--- src/cb_pkg.sv ---
package cb_pkg;

  localparam int MAX_COLS   = 1024;
  localparam int LABEL_BITS = 20;
  localparam int COUNT_BITS = 20;
  localparam int COL_BITS   = $clog2(MAX_COLS);
  localparam int WID_BITS   = COL_BITS + 1;

  typedef logic [LABEL_BITS-1:0] label_t;
  typedef logic [COUNT_BITS-1:0] count_t;
  typedef logic [COL_BITS-1:0]   col_t;
  typedef logic [WID_BITS-1:0]   wid_t;

  localparam label_t LABEL_MAX = '1;
  localparam count_t COUNT_MAX = '1;
  localparam wid_t   WID_MAX   = WID_BITS'(MAX_COLS);

  typedef enum logic [1:0] {
    ST_RUN,
    ST_UNROT,
    ST_REROT
  } cb_state_t;

  // control broadcast to every cell of the label line
  typedef struct packed {
    logic   clear;
    logic   step;
    logic   ren_en;
    label_t ren_from;
    label_t ren_to;
    wid_t   len;
    label_t tail;
  } cell_ctl_t;

endpackage

--- src/cb_cell.sv ---
module cb_cell (
  input  logic              clk,
  input  logic              rst_n,
  input  cb_pkg::cell_ctl_t ctl,
  input  cb_pkg::col_t      cell_idx,
  input  cb_pkg::label_t    nb_in,
  output cb_pkg::label_t    q
);
  import cb_pkg::*;

  label_t val_r;
  label_t val_nxt;
  label_t self_ren;
  label_t nb_ren;
  wid_t   pos;

  assign pos      = WID_BITS'(cell_idx) + WID_BITS'(1);
  assign self_ren = (ctl.ren_en && val_r == ctl.ren_from) ? ctl.ren_to : val_r;
  assign nb_ren   = (ctl.ren_en && nb_in == ctl.ren_from) ? ctl.ren_to : nb_in;

  always_comb begin
    val_nxt = self_ren;
    if (ctl.clear) begin
      val_nxt = '0;
    end else if (ctl.step) begin
      if (pos < ctl.len) begin
        val_nxt = nb_ren;
      end else if (pos == ctl.len) begin
        val_nxt = ctl.tail;
      end
    end
  end

  always_ff @(posedge clk) begin
    if (!rst_n) begin
      val_r <= '0;
    end else begin
      val_r <= val_nxt;
    end
  end

  assign q = val_r;

endmodule

--- config.mk ---
export PLATFORM = sky130hd
export DESIGN_NAME = cb_cell
export DESIGN_NICKNAME = d
export VERILOG_FILES = /design/src/cb_pkg.sv /design/src/cb_cell.sv
export SDC_FILE = /design/constraint.sdc
export NUM_CORES = 1
export LEC_CHECK = 0
export BUFFER_PORTS_ARGS = -buffer_cell sky130_fd_sc_hd__buf_2
export CORE_ASPECT_RATIO = 0.9
export CORE_MARGIN = 2
export CORE_UTILIZATION = 51
export CTS_CLUSTER_SIZE = 8
export DETAILED_ROUTE_END_ITERATION = 8
export GPL_ROUTABILITY_DRIVEN = 0
export PLACE_DENSITY = 0.87
export RECOVER_POWER = 100
export SETUP_SLACK_MARGIN = 0.5
export SYNTH_ARGS = -nofsm -noshare
export SYNTH_HDL_FRONTEND = slang
export SYNTH_SLANG_ARGS = --single-unit
--- constraint.sdc ---
create_clock -name clk -period 6.45 [get_ports clk]
set_clock_uncertainty 0.05 [all_clocks]
set_input_delay 0 -clock clk [delete_from_list [all_inputs] [get_ports clk]]
set_output_delay 0 -clock clk [all_outputs]
set_load 0.005 [all_outputs]
* After elaboration in Yosys (flattened, before gate mapping)
Index checks and enable logic that the tools add are counted.
** Operators by class
- Equal/unequal tests :: 3
- Reductions and logical operators :: 3
- Mux-type cells :: 5
- Bitwise logic cells :: 1
- Add/subtract/negate cells :: 1
- Order comparisons :: 1
** Operators by type and width (number)
- 20-bit two-way mux :: 5
- 20-bit == test :: 2
- 10-bit by 1-bit adder with 11-bit output, second input constant :: 1
- 11-bit == test :: 1
- 11-bit < comparator :: 1
- 1-bit logical AND :: 2
- 2-bit OR reduction :: 1
- 1-bit NOT :: 1
** Storage, ports and cells
- Output and inout port bits :: 20
- Logic and storage cells :: 15
- Bits in registers :: 20
- Input bits :: 106

* Longest topological paths before layout
Gate-level depths: netlist of the first run.
- Depth in word-level cells :: 6
- Gate-level depth with buffers :: 12
- Mapped depth without buffers :: 11

* Least setup slack after synthesis of the first run
OpenSTA, ideal clock, no wires.
- Path type :: input to register
- Start point :: input cell_idx[3]
- End point :: register val_r[0], in the netlist q[0]
- Setup slack :: 4.082 ns
- Setup time :: 0.130 ns
- Stages :: 12
- Required time :: 6.270 ns
- Data arrival time :: 2.188 ns
- Path buffers :: 1
- Cell sequence :: and3_1 > and4_1 > nand4_1 > xnor2_1 > ha_1 > nand4_1 > o22ai_1 > a2111oi_2 > clkbuf_1 > nand3b_1 > mux2i_1 > a211oi_2
** Between the ends
- Cells in the longest elaborated chain, start to end :: 5
- Elaborated cells between the ends (all ways) :: 6
- Those cells by class :: add/sub (1); order compare (1); eq/ne (1); mux (3)
** Ends and longest elaborated chain
- start: declaration :: line cb_cell.sv:5 : input cb_pkg::col_t cell_idx,
- 10-bit by 1-bit adder with 11-bit output * :: line cb_cell.sv:17 : assign pos = WID_BITS'(cell_idx) + WID_BITS'(1);
- branches (longest 2 deep; another with 11-bit < comparator)
- 20-bit two-way mux * :: line cb_cell.sv:26 : if (pos < ctl.len) begin
- 20-bit two-way mux * :: line cb_cell.sv:25 : end else if (ctl.step) begin
- end signal: assignment :: line cb_cell.sv:38 : val_r <= val_nxt;
- end: declaration :: line cb_cell.sv:11 : label_t val_r;
Every way passes the cells marked *.
A chain may end at the register's enable or synchronous reset.

* Worst setup path after layout of the first run
- Start point :: input cell_idx[2]
- End point :: register val_r[18], in the netlist q[18]
The elaborated chain is that of the path after synthesis.

==> results of run 1 <==
metal layers:
| layer | routed length (um) | share of wire |
|---|---|---|
| met1 | 3152 | 0.40 |
| met2 | 3871 | 0.49 |
| met3 | 623 | 0.079 |
| met4 | 190 | 0.024 |
| met5 | 0 | 0 |
power by group through the flow:
stage | sequential, mW | clock, mW | combinational [mW]
final | 0.137 | 0.101 | 0.155
after CTS | 0.137 | 0.103 | 0.160
after floorplan | 0.140 | 0 | 0.0809
after global routing | 0.138 | 0.112 | 0.170
after global placement | 0.140 | 0 | 0.145
after detailed placement | 0.140 | 0 | 0.149
kinds of logic after synthesis:
group,after synthesis
buffers and inverters,32
and+or+nand+nor,138
xor gates and xnor gates,48
muxes,40
AOI/OAI and AO/OA,30
DFF,20
adders and majority gates,12
area by class of cell:
type                    count  area, um2
multi-input cells         268       2021
repair buffers            150      848.3
fillers                   365       1448
well taps                  65      81.33
clock buffers               4      55.05
inverters                  11      41.29
flip-flops and latches     20      400.4
repair_timing:
action                                  in CTS  in global routing
hold buffers                                20                  0
endpoints found under the hold margin       20                  0
endpoints found under the setup margin       0                  0
gates resized for setup                      0                  0
per-stage QoR:
step                total power [mW]  area, um2  cells  worst slack [ps]  hold slack (ps)
finish                        0.3936       3447    518              2542            62.97
global route                  0.4197       3447    518              2171            69.99
CTS                           0.4002       3557    518              3309            68.68
detailed placement            0.2894       3302    494              3039            238.9
global placement              0.2846       3302    494              3138            233.4
floorplan                     0.2209       2616    320              4082            139.9
worst max-delay path: stages:
cell and delay (ps):
buf_2 110, and3_1 190, and4_1 230, nand4_1 120, xnor2_1 150, ha_1 290
nand4_1 150, o22ai_1 150, a2111oi_4 280, clkbuf_1 1240, a21o_1 250, nand2_1 470
a211oi_1 390
worst paths after layout:
check        endpoint  depth (start not counted)         from
max             q[18]                         13  cell_idx[2]
min             q[13]                          4      ctl[44]
max reg2reg     q[18]                          6         q[0]
min reg2reg      q[0]                          3         q[0]
cells in the final DEF (no fill, tap or decap), types with 3 or more instances in the layout:
cell / instances
buf_2: 116
nand2_1: 46
nand3b_1: 40
xor2_1: 29
nor2_1: 24
mux2_2: 20
mux2i_1: 20
dlygate4sd3_1: 20
dfxtp_1: 20
xnor2_1: 19
a211oi_1: 19
ha_1: 12
inv_1: 11
clkbuf_1: 10
nand4_1: 8
nand3_1: 7
nor4_1: 7
clkbuf_8: 4
buf_4: 4
a21oi_1: 3
==> results.toml, run 1 <==
[outcome]
status = "finished, violations left"
failed_checks = "max-capacitance violations, max-slew violations"

[global_route]
use_met1 = 0.3076
first_global_vias = 2781
grt.busiest_layer = "met2"
track_usage = 0.2629
grt_max_degree = 42
grt-ovfl-total = 0
met3_usage = 0.02612
grt_use_met2 = 0.4874
antenna_found_initial = 0
grt_pass1_wl_mm = 12.11

[synthesis]
synth_edf_count = 0
synth_nets = 438
synth_compound_area_frac = 0.1277
yosys.area.top_type = "dfxtp_1"
synthArstFlopShare = 0
synth_top_cells_by_count = "nand2_1 (46), nand3b_1 (40), xor2_1 (29)"
synthMuxAreaShare = 0.1626
seq_area_frac_synth = 0.1530
synthSimpleGateAreaFrac = 0.2841
synth_fa_ha_area_frac = 0.05739
syn_area_per_cell_um2 = 8.176
synth_ff_type = "dfxtp_1"
yosysWarnings = 0
synth.distinct_cells = 30
synth_xor_area_frac = 0.1607
synth_top_family_by_area = "simple AND/OR/NAND/NOR gates"
synth_top_area_share = 0.1530
netlist_instances = 320
syn-cell-area_um2 = 2616
ys_ff_latch = 20
yosys.cell_count.top_type = "nand2_1"
synth.area.top_cells = "dfxtp_1 (15%), nand3b_1 (11%), xor2_1 (9.7%), a211oi_2 (9.6%), mux2_2 (8.6%)"

[finish]
layout.nets = 572
largest_reg_flops = 20
syn_to_final_growth_pct = 31.76
fin_util = 0.7042
drive_above_1_share = 0.3333
antennaDiodeCount = 0

[pwr]
comb_power_share = 0.394
cellLeakagePower_nw = 1.482
ir_worst_vdd_uv = 72.69
powerDensity_nw_per_um2 = 114.2
power_frac_clock = 0.258
internal_power_mw = 0.2639
netSwitchingFraction = 0.3296
p_switching_mw = 0.1298
p_seq_frac = 0.349

[die]
start_util = 0.5345
core-area_um2 = 4895
die_w_um = 79.50
num_rows = 24
dieArea_um2 = 5719
die_h_um = 71.95
io_pins = 126

[sta]
timing.final.crit_period_ps = 3908
fmaxAchievable_mhz = 255.9
final-setup-viol-count = 0
slew_violations = 42
tightest_slew_ps = 1669
max_slew_margin = -0.1130
tns_ps = 0
finalCritPeriodShare = 0.6059
rsz0062_at_grt = "no"
final_hold_viol_count = 0

[clock_tree]
cts_tree = "built"
numCtsBuffers = 3
cts_max_level = 1
postCtsSetupBuffers = 0
cts_root_buf = "clkbuf_8"
clk-insertion-delay-late_ps = 270
clockBufferDepth = 2
clock-sinks = 20
clk_pin_slew_ps = 80

[run]
drv_cap = 1

[drt]
initialDrtViolationCount = 178
vias = 2853
ant_nets = 0
vias_per_cell = 5.508
routedWlPerCell_um = 15.13
drt_wl_total_mm = 7.837
drc = 0
first_pass_iters = 4

[critical_path]
cp-end-kind = "flop"
crit_required_ps = 6580
r2r_setup_slack_ps = 3620
worstSetupPathType = "in2reg"
cp_max_fo = 41
critPathLaunchType = "input port"
cp.arrival_ps = 4040

[hold_path]
hp-class = "in2reg"

[place]
hpwl_mm = 5.834
numPortBuffers = 125
Note: power is estimated with default switching activity, not from simulation.
==> run 2, diff against run 1 <==
--- a/config.mk
+++ b/config.mk
@@ -8,11 +8,11 @@
 export BUFFER_PORTS_ARGS = -buffer_cell sky130_fd_sc_hd__buf_2
 export CORE_ASPECT_RATIO = 0.9
 export CORE_MARGIN = 2
-export CORE_UTILIZATION = 51
+export CORE_UTILIZATION = 43
 export CTS_CLUSTER_SIZE = 8
 export DETAILED_ROUTE_END_ITERATION = 8
 export GPL_ROUTABILITY_DRIVEN = 0
-export PLACE_DENSITY = 0.87
+export PLACE_DENSITY = 0.78
 export RECOVER_POWER = 100
 export SETUP_SLACK_MARGIN = 0.5
 export SYNTH_ARGS = -nofsm -noshare
==> constraint.sdc (replaced) <==
create_clock -name clk -period 3.2 [get_ports clk]
set_clock_uncertainty 0.05 [all_clocks]
set_input_delay 0 -clock clk [delete_from_list [all_inputs] [get_ports clk]]
set_output_delay 0 -clock clk [all_outputs]
set_load 0.005 [all_outputs]
==> run 2 against run 1 <==
  * The flow finishes with violations (negative hold slack)
  * Flip-flop and latch count is the same
  * Clock-buffer cell count is 1 lower
  * Global-route usage is 3.2 points lower
  * Via count is 0.77% lower
  * Wire length increased by 2.1%
  * Cell count increased by 0.58%
  * Clock power up 73%
  * Largest power group unchanged
==> results.toml, run 2 (synthesis results as in run 1) <==
[clock_tree]
clockBufferDepth = 2
clock-sinks = 20
clk-insertion-delay-late_ps = 260
clk_pin_slew_ps = 80
numCtsBuffers = 3
cts_max_level = 1
postCtsSetupBuffers = 0
cts_root_buf = "clkbuf_8"
cts_tree = "built"

[sta]
final-setup-viol-count = 0
final_hold_viol_count = 2
finalCritPeriodShare = 0.8354
tns_ps = 0
max_slew_margin = 0.7090
tightest_slew_ps = 436.5
setup_ws_ps = 526.6
rsz0062_at_grt = "no"
holdWs_ps = -5.706
timing.final.crit_period_ps = 2673
slew_violations = 0
fmaxAchievable_mhz = 374.1

[finish]
final_common_cell = "buf_2"
fin_area_um2 = 3493
multi_input_area_um2 = 2092
antennaDiodeCount = 0
largest_reg_flops = 20
final_cell_mix = "buf_2 (117), nand2_1 (46), nand3b_1 (40)"
fin_cells = 521
fill_cells = 531
drive_above_1_share = 0.3836
fin_util = 0.6033
syn_to_final_growth_pct = 33.52
register_area_um2 = 400.4
layout.nets = 571

[critical_path]
cp_top_family = "compound AO/OA/AOI/OAI gates"
crit_required_ps = 3340
critPathLaunchType = "input port"
crit_start = "cell_idx[2]"
cp.arrival_ps = 2810
crit_buf_inv = 2
crit_cells = 13
r2r-end = "q[14]"
cp_slowest_stage_delay_ps = 450
path_cells = "buf_2 -> and3_1 -> and4_1 -> nand4_1 -> xnor2_1 -> ha_1 -> nand4_1 -> o22ai_1 -> a211o_1 -> o41ai_1 -> clkbuf_2 -> nor2_1 -> a211oi_2"
cp-endpoint = "q[2]"
worst_r2r_startpoint = "q[0]"
cpMaxStageDelayCell = "clkbuf_2"
reg2reg_depth = 7
r2r_setup_slack_ps = 830
worstSetupPathType = "in2reg"
cp-end-kind = "flop"
cp_max_fo = 20
crit_path_frequent_cell = "nand4_1"

[global_route]
first_global_vias = 2822
use_met1 = 0.2599
grt_max_degree = 42
met3_usage = 0.04468
grt_use_met2 = 0.4372
grt-ovfl-total = 0
track_usage = 0.2308
grt_pass1_wl_mm = 12.54
antenna_found_initial = 0
grt.busiest_layer = "met2"

[drt]
routedWlPerCell_um = 15.36
first_pass_iters = 4
drc = 0
ant_nets = 0
initialDrtViolationCount = 152
vias_per_cell = 5.434
vias = 2831
drt_wl_total_mm = 8.001

[outcome]
status = "finished, violations left"
failed_checks = "negative hold slack"

[place]
numPortBuffers = 125
dp.cells = 503
placed_area_um2 = 3338
hpwl_mm = 6.205
place_ws_ps = 438.1

[die]
dieArea_um2 = 6725
io_pins = 126
core-area_um2 = 5791
die_h_um = 78
num_rows = 26
start_util = 0.4518
die_w_um = 86.22

[pwr]
ir_worst_vdd_uv = 121.5
cellLeakagePower_nw = 1.505
powerDensity_nw_per_um2 = 220.5
power.total_mw = 0.7703

[run]
drv_cap = 0

[hold_path]
hold_path.startpoint = "ctl[17]"
hp-class = "in2reg"
==> run 2: cell type report <==
class / count / share of cell area
Multi-Input combinational cell: 268 / 0.5989
Clock buffer: 3 / 0.01182
Tap cell: 70 / 0.02507
Timing Repair Buffer: 149 / 0.2378
Sequential cell: 20 / 0.1146
Inverter: 11 / 0.01182
==> run 2: worst min-delay path by stage <==
stage                     cells after the start     to  slack [ps]
after floorplan                               2   q[0]         140
after global placement                        3   q[5]         230
after detailed placement                      3   q[6]         240
after CTS                                     3  q[17]           8
after global routing                          3  q[18]           7
final                                         3  q[17]          -6
==> run 2: worst register-to-register path: stages (launching register included) <==
cell,delay [ps]
dfxtp_1,340
xor2_1,170
nor4_1,400
nand4_1,170
nor2_2,320
buf_4,260
mux2_2,360
a211oi_2,220
==> run 2: where the power goes <==
part           switching, mW  total, mW  internal [mW]  leakage [nW]
Sequential            0.0136      0.277          0.263         0.164
Combinational          0.157      0.318          0.161          1.32
Clock                 0.0913      0.175         0.0841        0.0216
==> run 2: repair_timing <==
| action | 4_1_cts | 5_1_grt |
|---|---|---|
| hold buffers | 15 | 0 |
| gates resized for setup | 0 | 0 |
| endpoints found under the setup margin | 0 | 0 |
| endpoints found under the hold margin | 15 | 0 |
==> run 2: routing by layer <==
metal  share of wire  wire length (um)  vias to the layer above
li1                -                 -                     1388
met5               0                 0                        -
met2            0.51              4060                      138
met3           0.091               731                       15
met4           0.016               128                        0
met1            0.39              3081                     1290
==> run 3, diff against run 2 <==
--- a/config.mk
+++ b/config.mk
@@ -8,11 +8,11 @@
 export BUFFER_PORTS_ARGS = -buffer_cell sky130_fd_sc_hd__buf_2
 export CORE_ASPECT_RATIO = 0.9
 export CORE_MARGIN = 2
-export CORE_UTILIZATION = 43
+export CORE_UTILIZATION = 48
 export CTS_CLUSTER_SIZE = 8
 export DETAILED_ROUTE_END_ITERATION = 8
 export GPL_ROUTABILITY_DRIVEN = 0
-export PLACE_DENSITY = 0.78
+export PLACE_DENSITY = 0.83
 export RECOVER_POWER = 100
 export SETUP_SLACK_MARGIN = 0.5
 export SYNTH_ARGS = -nofsm -noshare
==> constraint.sdc (replaced) <==
create_clock -name clk -period 2.6 [get_ports clk]
set_clock_uncertainty 0.05 [all_clocks]
set_input_delay 0 -clock clk [delete_from_list [all_inputs] [get_ports clk]]
set_output_delay 0 -clock clk [all_outputs]
set_load 0.005 [all_outputs]
==> run 3 against run 2 <==
  * Clock power rose by 91%
  * Design area rose by 12%
  * Largest power group unchanged
  * Highest routed layer unchanged
  * Utilization rose by 14 points
  * The run still ends with negative hold slack left
  * Sequential share of layout area fell by 1.2 points
  * Wire length rose by 21%
==> results.toml, run 3 (synthesis results as in run 1) <==
[critical_path]
cp-endpoint = "q[10]"
cp-end-kind = "flop"
path_cells = "buf_2 -> ha_4 -> nand3_2 -> nor2_2 -> xor2_1 -> ha_1 -> a21oi_2 -> o22ai_1 -> buf_4 -> a2111oi_4 -> buf_6 -> a21o_1 -> nand2_1 -> clkbuf_2 -> a211oi_1"
cpMaxStageDelayCell = "ha_1"
cp_slowest_stage_delay_ps = 270
crit_buf_inv = 4
r2r_setup_slack_ps = 300
cp.arrival_ps = 2490
critPathLaunchType = "input port"
crit_cells = 15
worstSetupPathType = "in2reg"
cp_top_family = "compound AO/OA/AOI/OAI gates"
cp_max_fo = 5
reg2reg_depth = 7
crit_start = "cell_idx[1]"
r2r-end = "q[3]"
crit_required_ps = 2740
worst_r2r_startpoint = "q[17]"

[pwr]
cellLeakagePower_nw = 1.696
powerDensity_nw_per_um2 = 291.1
p_switching_mw = 0.3684
internal_power_mw = 0.7704
power.total_mw = 1.139
p_seq_frac = 0.301
comb_power_share = 0.406
netSwitchingFraction = 0.3235
ir_worst_vdd_uv = 232.5
power_frac_clock = 0.293

[sta]
rsz0062_at_grt = "yes"
tightest_slew_ps = 436.2
max_slew_margin = 0.7086
fmaxAchievable_mhz = 426.0
holdWs_ps = -4.143
slew_violations = 0
final-setup-viol-count = 0
timing.final.crit_period_ps = 2347
final_hold_viol_count = 3
finalCritPeriodShare = 0.9028

[die]
io_pins = 126
die_h_um = 74.04
die_w_um = 81.82
start_util = 0.4979
core-area_um2 = 5255
dieArea_um2 = 6058
num_rows = 25

[finish]
layout.nets = 595
largest_reg_flops = 20
fill_cells = 368
final_common_cell = "buf_2"
drive_above_1_share = 0.4223
final_cell_mix = "buf_2 (114), nand2_1 (46), nand3b_1 (40)"
fin_util = 0.7445
syn_to_final_growth_pct = 49.55

[clock_tree]
cts_tree = "built"
clk-insertion-delay-late_ps = 270
numCtsBuffers = 3
clockBufferDepth = 2
clk_pin_slew_ps = 90
clock-sinks = 20
cts_max_level = 1
cts_root_buf = "clkbuf_8"

[drt]
ant_nets = 0
drt_wl_total_mm = 9.698
vias = 3176
vias_per_cell = 5.838
drc = 0
routedWlPerCell_um = 17.83
first_pass_iters = 5
initialDrtViolationCount = 309

[global_route]
first_global_vias = 3081
track_usage = 0.3075
grt-ovfl-total = 0
grt_max_degree = 42
grt_pass1_wl_mm = 14.14
antenna_found_initial = 0

[hold_path]
hp-class = "in2reg"

[outcome]
failed_checks = "negative hold slack"
status = "finished, violations left"

[place]
numPortBuffers = 125
hpwl_mm = 6.327

[run]
drv_cap = 0
run 3: layer usage:
| metal | vias up | GRT usage | wire [um] |
|---|---|---|---|
| met5 | - | 0 | 0 |
| met4 | 0 | 0.1537 | 395 |
| met3 | 41 | 0.05461 | 1037 |
| met2 | 226 | 0.5763 | 4844 |
| met1 | 1471 | 0.3301 | 3421 |
| li1 | 1438 | - | - |
run 3: how the worst min path moves through the flow:
stage,from,to,slack (ps),cells after the start
3_5_place_dp,ctl[7],q[7],230,3
2_1_floorplan,ctl[0],q[0],140,2
6_report,ctl[5],q[5],-4,3
3_3_place_gp,ctl[14],q[14],230,3
5_1_grt,ctl[19],q[19],7,3
4_1_cts,ctl[19],q[19],3,3
run 3: final cells by class:
class,count,area [um2],area share
clock buffers,3,41.29,0.01055
multi-input cells,268,2125,0.5430
inverters,11,41.29,0.01055
clock inverters,1,30.03,0.007675
well taps,67,83.83,0.02143
diodes,1,2.502,0.0006396
flip-flops and latches,20,400.4,0.1023
repair buffers,173,1189,0.3038
run 3: worst reg2reg max path, cell delays in order (launching register included):
cell	delay, ps
dfxtp_1	350
xor2_1	180
nor4_1	340
nand4_1	210
nor2_2	210
buf_4	240
mux2_2	360
a211oi_1	280
run 3: what timing repair did:
action	4_1_cts	5_1_grt
resized for setup	30	0
endpoints found under the setup margin	20	20
buffers inserted	13	1
hold endpoints to repair	17	0
hold buffers	17	0
gates cloned	4	2
pin swaps	4	0
run 3: through the flow:
stage / std cells / setup WS [ps] / area (um2) / setup TNS (ps) / hold WS [ps]
after floorplan: 320 / 503.4 / 2648 / 0 / 139.9
after global placement: 502 / 133.8 / 3393 / 0 / 229.3
after detailed placement: 502 / -8.798 / 3393 / -9.797 / 234.3
after CTS: 540 / 388.6 / 3940 / 0 / 2.735
after global routing: 543 / 108.4 / 3910 / 0 / 6.593
final: 544 / 252.6 / 3913 / 0 / -4.143
run 3: power groups by stage:
stage / sequential (mW) / combinational, mW / clock [mW]
6_report: 0.343 / 0.462 / 0.334
5_1_grt: 0.345 / 0.492 / 0.341
4_1_cts: 0.342 / 0.447 / 0.328
3_5_place_dp: 0.349 / 0.380 / 0
3_3_place_gp: 0.348 / 0.368 / 0
2_1_floorplan: 0.347 / 0.207 / 0
